--- src/rtl/core/blpx_pkg.sv ---
// ----------------------------------------------------------------------------
// blpx_pkg: shared types and constants of the line pixel stepper
// Register indexes, fixed field widths, the configuration bundle and the
// command word width shared by the front end, the queue and the back end.
// ----------------------------------------------------------------------------
`default_nettype none

package blpx_pkg;

    // Defaults for the top level parameters.
    localparam int COORD_BITS_DEF  = 13;
    localparam int QUEUE_DEPTH_DEF = 4;

    // Fixed field widths.
    localparam int COLOR_W    = 32;
    localparam int OFFSET_W   = 28;
    localparam int DIM_W      = 12;
    localparam int PITCH_W    = 16;
    localparam int BPP_W      = 3;
    localparam int CFG_IDX_W  = 4;
    localparam int CFG_DATA_W = 16;

    // Register indexes of the configuration port.
    localparam logic [CFG_IDX_W-1:0] REG_ROW_PITCH    = 4'd0;
    localparam logic [CFG_IDX_W-1:0] REG_BYTES_PER_PX = 4'd1;
    localparam logic [CFG_IDX_W-1:0] REG_IMAGE_WIDTH  = 4'd2;
    localparam logic [CFG_IDX_W-1:0] REG_IMAGE_HEIGHT = 4'd3;

    localparam logic [BPP_W-1:0] BPP_RESET = 3'd4;

    // Action codes of an input beat.
    localparam logic ACT_LOAD = 1'b0;
    localparam logic ACT_STEP = 1'b1;

    typedef struct packed {
        logic [PITCH_W-1:0] row_pitch;
        logic [BPP_W-1:0]   bytes_per_pixel;
        logic [DIM_W-1:0]   image_width;
        logic [DIM_W-1:0]   image_height;
    } cfg_t;

    typedef struct packed {
        logic full;
        logic empty;
    } q_status_t;

    // Width of one queued command for a given coordinate width.
    function automatic int cmd_bits(input int coord_bits);
        return 6 * coord_bits + 42;
    endfunction

endpackage

`default_nettype wire

--- src/rtl/core/blpx_fifo.sv ---
// ----------------------------------------------------------------------------
// blpx_fifo: short command queue
// A small register queue between the front end and the back end, so that
// each side can stall without holding up the other.
// ----------------------------------------------------------------------------
`default_nettype none

module blpx_fifo #(
    parameter int WIDTH = 8,
    parameter int DEPTH = 4
) (
    input  wire                         aclk,
    input  wire                         aresetn,
    input  wire                         push,
    input  wire  [WIDTH-1:0]            push_data,
    input  wire                         pop,
    output logic [WIDTH-1:0]            pop_data,
    output blpx_pkg::q_status_t         status
);

    localparam int PTR_W = (DEPTH > 1) ? $clog2(DEPTH) : 1;
    localparam int CNT_W = $clog2(DEPTH + 1);

    logic [WIDTH-1:0] slot_reg [DEPTH];
    logic [PTR_W-1:0] wr_ptr_reg, wr_ptr_next;
    logic [PTR_W-1:0] rd_ptr_reg, rd_ptr_next;
    logic [CNT_W-1:0] count_reg, count_next;

    assign status.full  = (count_reg == CNT_W'(DEPTH));
    assign status.empty = (count_reg == '0);
    assign pop_data     = slot_reg[rd_ptr_reg];

    always_comb begin
        wr_ptr_next = wr_ptr_reg;
        rd_ptr_next = rd_ptr_reg;
        count_next  = count_reg;
        if (push) begin
            wr_ptr_next = (wr_ptr_reg == PTR_W'(DEPTH - 1)) ? '0 : wr_ptr_reg + 1'b1;
        end
        if (pop) begin
            rd_ptr_next = (rd_ptr_reg == PTR_W'(DEPTH - 1)) ? '0 : rd_ptr_reg + 1'b1;
        end
        if (push && !pop) begin
            count_next = count_reg + 1'b1;
        end else if (pop && !push) begin
            count_next = count_reg - 1'b1;
        end
    end

    always_ff @(posedge aclk) begin
        if (!aresetn) begin
            wr_ptr_reg <= '0;
            rd_ptr_reg <= '0;
            count_reg  <= '0;
        end else begin
            wr_ptr_reg <= wr_ptr_next;
            rd_ptr_reg <= rd_ptr_next;
            count_reg  <= count_next;
        end
    end

    always_ff @(posedge aclk) begin
        if (push) begin
            slot_reg[wr_ptr_reg] <= push_data;
        end
    end

endmodule

`default_nettype wire

--- src/rtl/core/blpx_front.sv ---
// ----------------------------------------------------------------------------
// blpx_front: beat classification and line setup
// Turns a load beat into a ready-made command (ordered endpoints, major axis,
// doubled deltas, initial error, step count); a step beat passes as a step.
// ----------------------------------------------------------------------------
`default_nettype none

module blpx_front #(
    parameter int COORD_BITS = blpx_pkg::COORD_BITS_DEF,
    parameter int CMD_W      = blpx_pkg::cmd_bits(COORD_BITS)
) (
    input  wire                                 action,
    input  wire  signed [COORD_BITS-1:0]        x_first,
    input  wire  signed [COORD_BITS-1:0]        y_first,
    input  wire  signed [COORD_BITS-1:0]        x_second,
    input  wire  signed [COORD_BITS-1:0]        y_second,
    input  wire         [blpx_pkg::COLOR_W-1:0] color_first,
    input  wire         [blpx_pkg::COLOR_W-1:0] color_second,
    output logic        [CMD_W-1:0]             cmd_word
);

    localparam int C = COORD_BITS;

    typedef struct packed {
        logic                         action;
        logic [C-1:0]                 x0;
        logic [C-1:0]                 y0;
        logic [blpx_pkg::COLOR_W-1:0] color;
        logic [1:0]                   sense;
        logic                         x_major;
        logic [C:0]                   tmaj;
        logic [C:0]                   tmin;
        logic [C+2:0]                 err;
        logic [C:0]                   steps;
    } cmd_t;

    cmd_t         cmd;
    logic         swap;
    logic [C-1:0] xa, ya, xb, yb;
    logic [C:0]   dx, dy, adx, maj, mnr;

    always_comb begin
        // The first endpoint counts as the lower one when the y values tie.
        swap = (y_first > y_second);
        xa   = swap ? x_second : x_first;
        ya   = swap ? y_second : y_first;
        xb   = swap ? x_first  : x_second;
        yb   = swap ? y_first  : y_second;

        dx  = {xb[C-1], xb} - {xa[C-1], xa};
        dy  = {yb[C-1], yb} - {ya[C-1], ya};
        adx = dx[C] ? (~dx + 1'b1) : dx;

        cmd.action  = action;
        cmd.x0      = xa;
        cmd.y0      = ya;
        cmd.color   = swap ? color_second : color_first;
        cmd.sense   = dx[C] ? 2'b11 : ((dx != '0) ? 2'b01 : 2'b00);
        cmd.x_major = (adx > dy);
        maj         = cmd.x_major ? adx : dy;
        mnr         = cmd.x_major ? dy  : adx;
        cmd.tmaj    = {maj[C-1:0], 1'b0};
        cmd.tmin    = {mnr[C-1:0], 1'b0};
        cmd.err     = {1'b0, mnr, 1'b0} - {2'b00, maj};
        cmd.steps   = maj;
        cmd_word    = cmd;
    end

endmodule

`default_nettype wire

--- src/rtl/core/blpx_back.sv ---
// ----------------------------------------------------------------------------
// blpx_back: line walker and pixel address pipeline
// Holds the line state, advances one pixel per step command while steps remain,
// then checks bounds, forms the byte offset and puts out the result pixel.
// ----------------------------------------------------------------------------
`default_nettype none

module blpx_back #(
    parameter int COORD_BITS = blpx_pkg::COORD_BITS_DEF,
    parameter int CMD_W      = blpx_pkg::cmd_bits(COORD_BITS)
) (
    input  wire                                  aclk,
    input  wire                                  aresetn,
    input  wire  blpx_pkg::cfg_t                 cfg,
    input  wire         [CMD_W-1:0]              cmd_word,
    input  wire  blpx_pkg::q_status_t            q_status,
    output logic                                 cmd_pop,
    output logic                                 m_valid,
    input  wire                                  m_ready,
    output logic signed [COORD_BITS-1:0]         m_pixel_x,
    output logic signed [COORD_BITS-1:0]         m_pixel_y,
    output logic        [blpx_pkg::OFFSET_W-1:0] m_byte_offset,
    output logic        [blpx_pkg::COLOR_W-1:0]  m_pixel_color,
    output logic                                 m_in_bounds,
    output logic                                 m_last
);

    localparam int C   = COORD_BITS;
    localparam int XW  = COORD_BITS + blpx_pkg::DIM_W;
    localparam int PYW = blpx_pkg::DIM_W + blpx_pkg::PITCH_W;
    localparam int PXW = blpx_pkg::DIM_W + blpx_pkg::BPP_W;

    typedef struct packed {
        logic                         action;
        logic [C-1:0]                 x0;
        logic [C-1:0]                 y0;
        logic [blpx_pkg::COLOR_W-1:0] color;
        logic [1:0]                   sense;
        logic                         x_major;
        logic [C:0]                   tmaj;
        logic [C:0]                   tmin;
        logic [C+2:0]                 err;
        logic [C:0]                   steps;
    } cmd_t;

    cmd_t cmd;
    logic adv;
    logic do_step;

    // Line state.
    logic [C-1:0]                 cur_x_reg, cur_x_next;
    logic [C-1:0]                 cur_y_reg, cur_y_next;
    logic [C+2:0]                 err_reg, err_next;
    logic [C:0]                   tmaj_reg, tmin_reg;
    logic [C:0]                   steps_reg, steps_next;
    logic [1:0]                   sense_reg;
    logic                         x_major_reg;
    logic [blpx_pkg::COLOR_W-1:0] color_reg;

    // Walk stage.
    logic                         p1_valid_reg;
    logic [C-1:0]                 p1_x_reg, p1_y_reg;
    logic [blpx_pkg::COLOR_W-1:0] p1_color_reg;
    logic                         p1_last_reg;

    // Product stage.
    logic                         p2_valid_reg;
    logic [C-1:0]                 p2_x_reg, p2_y_reg;
    logic [blpx_pkg::COLOR_W-1:0] p2_color_reg;
    logic                         p2_last_reg;
    logic                         p2_in_reg;
    logic [PYW-1:0]               p2_prod_y_reg;
    logic [PXW-1:0]               p2_prod_x_reg;

    logic                         err_ge0;
    logic [C-1:0]                 sense_ext;
    logic                         in_bounds;
    logic [blpx_pkg::DIM_W-1:0]   x_idx, y_idx;

    assign cmd     = cmd_t'(cmd_word);
    assign adv     = !m_valid || m_ready;
    assign cmd_pop = adv && !q_status.empty;
    assign do_step = cmd_pop && (cmd.action == blpx_pkg::ACT_STEP) && (steps_reg != '0);

    always_comb begin
        err_ge0    = !err_reg[C+2];
        sense_ext  = {{(C-2){sense_reg[1]}}, sense_reg};
        err_next   = err_reg + {2'b00, tmin_reg} - (err_ge0 ? {2'b00, tmaj_reg} : '0);
        steps_next = steps_reg - 1'b1;
        if (x_major_reg) begin
            cur_x_next = cur_x_reg + sense_ext;
            cur_y_next = err_ge0 ? cur_y_reg + 1'b1 : cur_y_reg;
        end else begin
            cur_x_next = err_ge0 ? cur_x_reg + sense_ext : cur_x_reg;
            cur_y_next = cur_y_reg + 1'b1;
        end
    end

    always_comb begin
        in_bounds = !p1_x_reg[C-1] && !p1_y_reg[C-1]
                 && (XW'(p1_x_reg) < XW'(cfg.image_width))
                 && (XW'(p1_y_reg) < XW'(cfg.image_height));
        x_idx = blpx_pkg::DIM_W'(p1_x_reg);
        y_idx = blpx_pkg::DIM_W'(p1_y_reg);
    end

    always_ff @(posedge aclk) begin
        if (!aresetn) begin
            cur_x_reg    <= '0;
            cur_y_reg    <= '0;
            err_reg      <= '0;
            tmaj_reg     <= '0;
            tmin_reg     <= '0;
            steps_reg    <= '0;
            sense_reg    <= '0;
            x_major_reg  <= 1'b0;
            color_reg    <= '0;
            p1_valid_reg <= 1'b0;
            p2_valid_reg <= 1'b0;
            m_valid      <= 1'b0;
        end else if (adv) begin
            if (cmd_pop && (cmd.action == blpx_pkg::ACT_LOAD)) begin
                cur_x_reg   <= cmd.x0;
                cur_y_reg   <= cmd.y0;
                err_reg     <= cmd.err;
                tmaj_reg    <= cmd.tmaj;
                tmin_reg    <= cmd.tmin;
                steps_reg   <= cmd.steps;
                sense_reg   <= cmd.sense;
                x_major_reg <= cmd.x_major;
                color_reg   <= cmd.color;
            end else if (do_step) begin
                cur_x_reg <= cur_x_next;
                cur_y_reg <= cur_y_next;
                err_reg   <= err_next;
                steps_reg <= steps_next;
            end
            p1_valid_reg <= do_step;
            p2_valid_reg <= p1_valid_reg;
            m_valid      <= p2_valid_reg;
        end
    end

    always_ff @(posedge aclk) begin
        if (adv) begin
            p1_x_reg      <= cur_x_next;
            p1_y_reg      <= cur_y_next;
            p1_color_reg  <= color_reg;
            p1_last_reg   <= (steps_next == '0);

            p2_x_reg      <= p1_x_reg;
            p2_y_reg      <= p1_y_reg;
            p2_color_reg  <= p1_color_reg;
            p2_last_reg   <= p1_last_reg;
            p2_in_reg     <= in_bounds;
            p2_prod_y_reg <= y_idx * cfg.row_pitch;
            p2_prod_x_reg <= x_idx * cfg.bytes_per_pixel;

            m_pixel_x     <= p2_x_reg;
            m_pixel_y     <= p2_y_reg;
            m_pixel_color <= p2_color_reg;
            m_last        <= p2_last_reg;
            m_in_bounds   <= p2_in_reg;
            m_byte_offset <= p2_in_reg
                ? blpx_pkg::OFFSET_W'(p2_prod_y_reg) + blpx_pkg::OFFSET_W'(p2_prod_x_reg)
                : '0;
        end
    end

endmodule

`default_nettype wire

--- src/rtl/core/bresenham_line_pixel_stepper_core.sv ---
// ----------------------------------------------------------------------------
// bresenham_line_pixel_stepper_core: line rasterizer pixel stepper
// Loads a line between two endpoints, walks it one pixel per step beat until its
// end, giving each pixel's coordinates, color, byte offset and in-bounds flag.
// ----------------------------------------------------------------------------
//
//  Channel   Direction  Handshake            Payload
//  s_*       in         s_valid / s_ready    action, endpoints, endpoint colors
//  m_*       out        m_valid / m_ready    pixel x/y, byte offset, color, flags
//  cfg_*     in         cfg_valid/cfg_ready  register index, write data
//
// The block takes one beat per cycle while the queue has room and gives one pixel per
// cycle while m_ready holds. A step beat passes through the command queue, the
// Bresenham walk register and the multiplier stage, then the offset sum lands in the
// output register. Reset clears the queue and the pipeline, leaves no line active and
// returns the registers to their reset values. A stall on m_ready freezes the back
// end; the queue fills and s_ready falls once it is full. Configuration writes are
// taken on every cycle.
// ----------------------------------------------------------------------------
`default_nettype none

module bresenham_line_pixel_stepper_core #(
    parameter int COORD_BITS  = blpx_pkg::COORD_BITS_DEF,
    parameter int QUEUE_DEPTH = blpx_pkg::QUEUE_DEPTH_DEF
) (
    input  wire                                    aclk,
    input  wire                                    aresetn,

    input  wire                                    s_valid,
    output logic                                   s_ready,
    input  wire                                    s_action,
    input  wire  signed [COORD_BITS-1:0]           s_x_first,
    input  wire  signed [COORD_BITS-1:0]           s_y_first,
    input  wire  signed [COORD_BITS-1:0]           s_x_second,
    input  wire  signed [COORD_BITS-1:0]           s_y_second,
    input  wire         [blpx_pkg::COLOR_W-1:0]    s_color_first,
    input  wire         [blpx_pkg::COLOR_W-1:0]    s_color_second,

    output logic                                   m_valid,
    input  wire                                    m_ready,
    output logic signed [COORD_BITS-1:0]           m_pixel_x,
    output logic signed [COORD_BITS-1:0]           m_pixel_y,
    output logic        [blpx_pkg::OFFSET_W-1:0]   m_byte_offset,
    output logic        [blpx_pkg::COLOR_W-1:0]    m_pixel_color,
    output logic                                   m_in_bounds,
    output logic                                   m_last,

    input  wire                                    cfg_valid,
    output logic                                   cfg_ready,
    input  wire         [blpx_pkg::CFG_IDX_W-1:0]  cfg_index,
    input  wire         [blpx_pkg::CFG_DATA_W-1:0] cfg_data
);

    localparam int CMD_W = blpx_pkg::cmd_bits(COORD_BITS);

    blpx_pkg::cfg_t      cfg_reg;
    blpx_pkg::q_status_t q_status;
    logic [CMD_W-1:0]    front_cmd;
    logic [CMD_W-1:0]    queue_cmd;
    logic                q_push;
    logic                q_pop;

    // Register writes land at once; the user, not the block, keeps it idle when they come.
    assign cfg_ready = 1'b1;

    always_ff @(posedge aclk) begin
        if (!aresetn) begin
            cfg_reg.row_pitch       <= '0;
            cfg_reg.bytes_per_pixel <= blpx_pkg::BPP_RESET;
            cfg_reg.image_width     <= '0;
            cfg_reg.image_height    <= '0;
        end else if (cfg_valid && cfg_ready) begin
            case (cfg_index)
                blpx_pkg::REG_ROW_PITCH: begin
                    cfg_reg.row_pitch <= cfg_data[blpx_pkg::PITCH_W-1:0];
                end
                blpx_pkg::REG_BYTES_PER_PX: begin
                    cfg_reg.bytes_per_pixel <= cfg_data[blpx_pkg::BPP_W-1:0];
                end
                blpx_pkg::REG_IMAGE_WIDTH: begin
                    cfg_reg.image_width <= cfg_data[blpx_pkg::DIM_W-1:0];
                end
                blpx_pkg::REG_IMAGE_HEIGHT: begin
                    cfg_reg.image_height <= cfg_data[blpx_pkg::DIM_W-1:0];
                end
                default: begin
                    // Writes beyond the register list are dropped.
                end
            endcase
        end
    end

    // The front end accepts a beat whenever the queue has room.
    assign s_ready = !q_status.full;
    assign q_push  = s_valid && s_ready;

    blpx_front #(
        .COORD_BITS (COORD_BITS),
        .CMD_W      (CMD_W)
    ) u_front (
        .action       (s_action),
        .x_first      (s_x_first),
        .y_first      (s_y_first),
        .x_second     (s_x_second),
        .y_second     (s_y_second),
        .color_first  (s_color_first),
        .color_second (s_color_second),
        .cmd_word     (front_cmd)
    );

    blpx_fifo #(
        .WIDTH (CMD_W),
        .DEPTH (QUEUE_DEPTH)
    ) u_queue (
        .aclk      (aclk),
        .aresetn   (aresetn),
        .push      (q_push),
        .push_data (front_cmd),
        .pop       (q_pop),
        .pop_data  (queue_cmd),
        .status    (q_status)
    );

    // The back end pulls one command per cycle unless its output is stalled or the queue is empty.
    blpx_back #(
        .COORD_BITS (COORD_BITS),
        .CMD_W      (CMD_W)
    ) u_back (
        .aclk          (aclk),
        .aresetn       (aresetn),
        .cfg           (cfg_reg),
        .cmd_word      (queue_cmd),
        .q_status      (q_status),
        .cmd_pop       (q_pop),
        .m_valid       (m_valid),
        .m_ready       (m_ready),
        .m_pixel_x     (m_pixel_x),
        .m_pixel_y     (m_pixel_y),
        .m_byte_offset (m_byte_offset),
        .m_pixel_color (m_pixel_color),
        .m_in_bounds   (m_in_bounds),
        .m_last        (m_last)
    );

`ifndef SYNTHESIS
    // The back end never takes a command from an empty queue.
    assert property (@(posedge aclk) disable iff (!aresetn)
        q_pop |-> !q_status.empty)
        else $error("command popped from empty queue");

    // A pixel outside the image carries a zero offset.
    assert property (@(posedge aclk) disable iff (!aresetn)
        (m_valid && !m_in_bounds) |-> (m_byte_offset == '0))
        else $error("out of bounds pixel with nonzero offset");

    // A pixel marked inside the image has nonnegative coordinates.
    assert property (@(posedge aclk) disable iff (!aresetn)
        (m_valid && m_in_bounds) |->
            (!m_pixel_x[COORD_BITS-1] && !m_pixel_y[COORD_BITS-1]))
        else $error("in bounds pixel with negative coordinate");

    // A stalled result beat keeps its last flag and byte offset while the back end is frozen.
    assert property (@(posedge aclk) disable iff (!aresetn)
        (m_valid && !m_ready) |=> $stable(m_last) && $stable(m_byte_offset))
        else $error("stalled pixel changed");
`endif

endmodule

`default_nettype wire
--- config.mk ---
export PLATFORM = sky130hd
export DESIGN_NAME = bresenham_line_pixel_stepper_core
export DESIGN_NICKNAME = d
export VERILOG_FILES = /design/src/rtl/core/blpx_pkg.sv /design/src/rtl/core/blpx_fifo.sv /design/src/rtl/core/blpx_front.sv /design/src/rtl/core/blpx_back.sv /design/src/rtl/core/bresenham_line_pixel_stepper_core.sv
export SDC_FILE = /design/constraint.sdc
export NUM_CORES = 2
export LEC_CHECK = 0
export BUFFER_PORTS_ARGS = -buffer_cell sky130_fd_sc_hd__buf_2
export CAP_MARGIN = 20
export CORE_ASPECT_RATIO = 0.6
export CORE_MARGIN = 8
export CORE_UTILIZATION = 31
export DETAILED_ROUTE_END_ITERATION = 8
export PLACE_DENSITY_LB_ADDON = 0.3
export SETUP_SLACK_MARGIN = 0.02
export SLEW_MARGIN = 30
export SYNTH_ARGS = -nofsm -noshare
export SYNTH_HDL_FRONTEND = slang
export SYNTH_HIERARCHICAL = 1
export SYNTH_SLANG_ARGS = --single-unit
--- constraint.sdc ---
create_clock -name aclk -period 9.7 [get_ports aclk]
set_input_delay 0.485 -clock aclk [delete_from_list [all_inputs] [get_ports aclk]]
set_output_delay 0.485 -clock aclk [all_outputs]
set_load 0.05 [all_outputs]
# Yosys cells after proc, flatten, opt, wreduce, memory -nomap -nowiden
# Memory sizes are Yosys's and may differ from the RTL's. A register that Yosys moved wholly into a read port is not among the register bits.
# Index checks and enable logic that the tools add are counted.
[word_totals] regBits=422 ramBits=472 mem_bits_ro=0 latch_bits=0 memories=1 elab_cells=127
[op_classes] n_mul=2 magnitude_cmp=4 n_bitwise=2 muxes=31 reduce_logical=31 n_shift=0 div=0 n_eq_ne=6 add_sub_neg=14
[mem_list] name="u_queue.slot_reg" words=4 word_bits=118 read_ports=1 rd_ports_with_merged_regs=1 wr=1 line_no="blpx_fifo.sv:24" rtl="logic [WIDTH-1:0] slot_reg [DEPTH];"
[op_table] op="13-bit 2-to-1 mux" count=12
[op_table] op="14-bit 2-to-1 mux" count=6
[op_table] op="16-bit 2-to-1 mux" count=2
[op_table] op="32-bit 2-to-1 mux" count=1
[op_table] op="28-bit by 15-bit adder with 28-bit output" count=1
[op_table] op="12-bit by 16-bit multiplier with 28-bit output" count=1
[op_table] op="14-bit nonzero test" count=2
[op_table] op="13-bit by 13-bit subtractor with 14-bit output" count=2
[op_table] op="13-bit by 12-bit less-than comparator with 1-bit output" count=2
[op_table] op="16-bit by 14-bit adder with 16-bit output" count=1
[op_table] op="15-bit by 14-bit subtractor with 16-bit output" count=1
[op_table] op="16-bit subtractor" count=1
[op_table] op="12-bit by 3-bit multiplier with 15-bit output" count=1
[op_table] op="14-bit by 1-bit adder with 14-bit output (second input constant)" count=1
[op_table] op="14-bit > comparator" count=1
[op_table] op="14-bit zero test" count=1
[op_table] op="14-bit NOT" count=1
[op_table] op="14-bit by 1-bit subtractor with 14-bit output (second input constant)" count=1
[op_table] op="13-bit by 1-bit adder with 13-bit output (second input constant)" count=1
[op_table] op="13-bit adder" count=1
[op_table] op="13-bit > comparator" count=1
[op_table] op="2-bit AND reduction" count=6
[op_table] op="1-bit logical AND" count=10
[op_table] op="2-bit 2-to-1 mux" count=5
[op_table] op="other kinds (15)" count=28

# Depth between registers and ports, before layout
[depth] depth_word=9 depth_mapped=48 depth_no_buf=41

# Cells and area by module
# The synthesis kept the hierarchy.
[modules_own_cells] module="blpx_back" area_each_um2=23114.7 seq_area_each_um2=9949.5 cells_each=2239 instances=1
[modules_own_cells] module="blpx_fifo" area_each_um2=17765.8 seq_area_each_um2=14594.0 cells_each=670 instances=1
[modules_own_cells] module="blpx_front" area_each_um2=4984.8 seq_area_each_um2=0.0 cells_each=833 instances=1
[modules_own_cells] module="bresenham_line_pixel_stepper_core" area_each_um2=1662.8 seq_area_each_um2=860.8 cells_each=166 instances=1

# Least setup slack after synthesis
# No wires, ideal clock.
[synth_timing] kind="input -> register" from="input s_y_second[11]" to="memory u_queue/slot_reg[0][27] in the netlist's numbering, data pin" slack_ns=-0.777 t_arrival_ns=10.204 stages=45 path_buffers=6 path_cell_list="inv_1 ha_1 nand3_2 or2_4 o31ai_4 a21oi_2 buf_6 nor2_1 clkbuf_1 clkbuf_1 nand2_1 o22a_1 ha_1 o41ai_1 a311oi_1 a41o_1 nor4_1 a21oi_1 [9 not listed] o21ai_0 or2_2 clkbuf_1 clkinv_1 clkbuf_1 clkbuf_1 a21oi_1 ha_1 and3_1 a221o_1 a211oi_1 o21ai_0 nor4_1 a222oi_1 o2111ai_1 o41ai_2 a31oi_1 xnor2_1"
[synth_between] elab_chain_cells=9 word_cells_on_any_way=14 classes_between="add/sub (4); order compare (2); mux (7); bitwise (1)"
[synth_lines] item="start: declaration" line_no="bresenham_line_pixel_stepper_core.sv:35" rtl="input wire signed [COORD_BITS-1:0] s_y_second,"
[synth_lines] item="13-bit > comparator" line_no="blpx_front.sv:44" rtl="swap = (y_first > y_second);"
[synth_lines] item="13-bit 2-to-1 mux, on equally long branches" line_no="blpx_front.sv:47, blpx_front.sv:45"
[synth_lines] item="13-bit by 13-bit subtractor with 14-bit output" line_no="blpx_front.sv:50" rtl="dx = {xb[C-1], xb} - {xa[C-1], xa};"
[synth_lines] item="14-bit NOT" line_no="blpx_front.sv:52" rtl="adx = dx[C] ? (~dx + 1'b1) : dx;"
[synth_lines] item="14-bit by 1-bit adder with 14-bit output" line_no="blpx_front.sv:52"
[synth_lines] item="14-bit 2-to-1 mux" line_no="blpx_front.sv:52"
[synth_lines] item="14-bit > comparator (*)" line_no="blpx_front.sv:59" rtl="cmd.x_major = (adx > dy);"
[synth_lines] item="named net front_cmd[58]" line_no="bresenham_line_pixel_stepper_core.sv:58" rtl="logic [CMD_W-1:0] front_cmd;"
[synth_lines] item="14-bit 2-to-1 mux (*)" line_no="blpx_front.sv:61" rtl="mnr = cmd.x_major ? dy : adx;"
[synth_lines] item="named net front_cmd[31]" line_no="bresenham_line_pixel_stepper_core.sv:58"
[synth_lines] item="15-bit by 14-bit subtractor with 16-bit output (*)" line_no="blpx_front.sv:64" rtl="cmd.err = {1'b0, mnr, 1'b0} - {2'b00, maj};"
[synth_lines] item="named net front_cmd[27]" line_no="bresenham_line_pixel_stepper_core.sv:58"
[synth_lines] item="end: declaration" line_no="blpx_fifo.sv:24"
# The timed path passes the listed nets; every way through them passes the cells marked *.

# Worst setup path in the final report
[layout_timing] from="input s_y_second[11]" to="memory u_queue/slot_reg[1][27] in the netlist's numbering, data pin"
# The elaborated chain is that of the path after synthesis.

==> impl_metrics.json <==
{
  "place.gp.congestion": 0.875,
  "grt_pass1_wl_um": 188000,
  "cp-end-kind": "flop",
  "row_count": 111,
  "grt_use_total_pct": 14.6,
  "slowest_stage": "a2111oi_2",
  "slew_headroom_pct": 32.4,
  "cts_setup_buffers": 0,
  "hold_viol_final": 0,
  "clockBufferDepth": 3,
  "grt_remaining_overflow": 0,
  "clk_pin_slew_ps": 70,
  "cts.sinks": 904,
  "first_pass_iters": 5,
  "final-seq-area_sq_um": 25400,
  "port_buffers": 231,
  "p_leak_nw": 21.5,
  "dieArea_sq_um": 167000,
  "finalSetupViolations": 0,
  "async_reset_ff_share_pct": 0,
  "design_area_sq_um": 54400,
  "cp.arrival_ps": 9500,
  "synth_warnings": 6,
  "clkLatencyLatePin_ps": 690,
  "place.detailed.hpwl_um": 87400,
  "viasPerCell": 4.92,
  "core_sq_um": 152000,
  "yosys.area.top_type": "edfxtp_1",
  "syn_area_sq_um": 47500,
  "synthFlopType": "edfxtp_1",
  "drc": 0,
  "tightestPinTransition_ps": 1000,
  "fin_nets": 4651,
  "critPathMaxFanout": 8,
  "status": "complete, no violations",
  "drv_slew": 0,
  "antenna_found_initial": 27,
  "rsz0062_at_grt": "no",
  "startpoint_type": "input pin",
  "p_per_area_nw_per_um2": 306,
  "grt_max_degree": 108,
  "chipWidth_um": 521,
  "drt_wl_total_um": 126000,
  "synth_area_leaders": "edfxtp_1, dfxtp_1, fa_1",
  "synth-edff-count": 730,
  "synth_seq_cells": 904,
  "peakVddDrop_v": 0.000203,
  "path_delay_family": "compound AO/OA/AOI/OAI gates",
  "nFillCells": 14916,
  "yosysMostFrequentCell": "edfxtp_1",
  "fin_crit_sh_pct": 93.6,
  "drive_above_1_share_pct": 15.5,
  "synthToLayoutAreaGrowth_pct": 14.6,
  "cpPeakStageDelay_ps": 570,
  "fmax_mhz": 110,
  "cts_tree": "done",
  "crit_type": "input pin to flop",
  "io_pins": 233,
  "yosysUniqueCellTypes": 103,
  "vias": 30858,
  "cpMostUsedCell": "ha_1",
  "placed_cell_area_sq_um": 51200,
  "min_path_type": "input pin to flop",
  "first_global_vias": 30299,
  "netlist.area_leader.share_pct": 46.1,
  "synth_common_cells": "edfxtp_1, nand2_1, inv_1, a21oi_1, ha_1",
  "finalSetupTns_ps": 0,
  "crit_buf_inv": 4,
  "clock_skew_ps": 26.9,
  "ys_seq_area_share_pct": 53.5,
  "dieHeight_um": 319,
  "cts_root_buf": "clkbuf_16",
  "drtIter0Drc": 2597,
  "cts_made_buffers": 94,
  "synth_cells": 3908,
  "maxCapViolCount": 0,
  "period_needed_ps": 9080,
  "pre_cts_slack_ps": -39.1,
  "start_util_pct": 31.2,
  "cts.htree.levels": 3,
  "cp.required_ps": 10120,
  "multiInputGateArea_sq_um": 20000,
  "syn_avg_cell_area_sq_um": 12.2,
  "largest_reg_flops": 480,
  "worst_slack_ps": 621,
  "antenna_left": 0,
  "wl_per_cell_um": 20.0
}
==> per-stage QoR <==
step / total power [mW] / hold slack, ps / instances / util (%)
finish: 16.7 / 127 / 6271 / 35.7
CTS: 16.8 / 39.1 / 6260 / 35.7
global placement: 12.9 / 401 / 6073 / 33.5
global route: 17.7 / 73.9 / 6261 / 35.7
detailed placement: 13.0 / 405 / 6077 / 33.5
floorplan: 11.0 / 400 / 3909 / -
==> logic make-up after synthesis <==
group	Yosys count	share of synthesized area, %
AND/OR/NAND/NOR	1146	11.2
flip-flops	904	53.5
AO/OA/AOI/OAI	642	9.01
buffers and inverters	541	4.69
adder cells (fa/ha/maj)	370	12.4
multiplexers	176	6.87
XOR/XNOR	127	2.34
other	2	0.0158
==> worst paths after layout <==
kind / start / slack [ps] / cells after the start / end
min: cfg_data[2] / 130 / 3 / cfg_reg[26]
max: s_y_second[11] / 620 / 39 / u_queue/slot_reg[1][27]
max reg2reg: cfg_reg[33] / 2850 / 20 / u_back/p2_prod_y_reg[25]
min reg2reg: u_back/p2_color_reg[3] / 400 / 0 / u_back/m_pixel_color[3]
==> final cells by class <==
| class | count | share of cell area (%) |
|---|---|---|
| antenna | 11 | 0.0506 |
| clock buffer | 124 | 4.77 |
| clock inverter | 54 | 1.04 |
| inverter | 355 | 2.47 |
| multi-input combinational | 2464 | 36.7 |
| sequential | 904 | 46.7 |
| tap | 2034 | 4.67 |
| timing repair buffer | 325 | 3.58 |
==> worst reg2reg max path: stages, from the launching register on <==
cell and delay, ps:
dfxtp_1 790, nand2_1 170, fa_1 540, inv_1 60, fa_1 500, inv_1 50, fa_1 480, inv_1 60
fa_1 520, inv_1 50, fa_1 520, inv_1 40, ha_1 360, a2111oi_0 410, o21ai_0 330, a31oi_1 550
o21ai_0 270, o22a_1 340, a2111oi_0 430, a41oi_1 80, o311ai_0 120
==> routing by layer <==
metal | vias to the layer above | share of wire (%) | routed length, um | track usage, %
li1 | 14437 | - | - | -
met1 | 15321 | 51 | 64000 | 22.8
met2 | 935 | 39 | 48400 | 19.7
met3 | 147 | 8.9 | 11200 | 4.65
met4 | 18 | 1.4 | 1800 | 2.49
met5 | - | 0.096 | 120 | 0
==> repair_timing <==
action / in CTS / in global routing
hold buffers: 5 / 0
resized for setup: 0 / 1
endpoints found under the hold margin: 8 / 0
setup endpoints to repair: 0 / 12
==> power breakdown <==
group / total (mW) / switching (mW) / internal, mW
registers: 6.30 / 0.549 / 5.75
logic: 6.67 / 4.26 / 2.41
clock network: 3.69 / 1.57 / 2.12
==> layout by cell type (no fill, tap or decap), types with 19 or more instances in the layout <==
cell / n
edfxtp_1: 730
nand2_1: 596
inv_1: 352
buf_2: 230
a21oi_1: 204
ha_1: 196
dfxtp_1: 172
fa_1: 169
nor2_1: 133
mux4_2: 120
o21ai_0: 112
and2_1: 109
clkbuf_16: 96
xnor2_1: 87
buf_4: 79
nor2b_1: 61
mux2i_1: 53
a21o_1: 43
nand3_1: 40
xor2_1: 40
nor3_1: 39
nand2b_1: 37
o21a_1: 34
a211oi_1: 23
or3_1: 23
nand4_1: 23
o221ai_1: 22
clkbuf_1: 19
and3_1: 19
a311oi_1: 19
No activity file was read; power rests on OpenSTA's default activity.
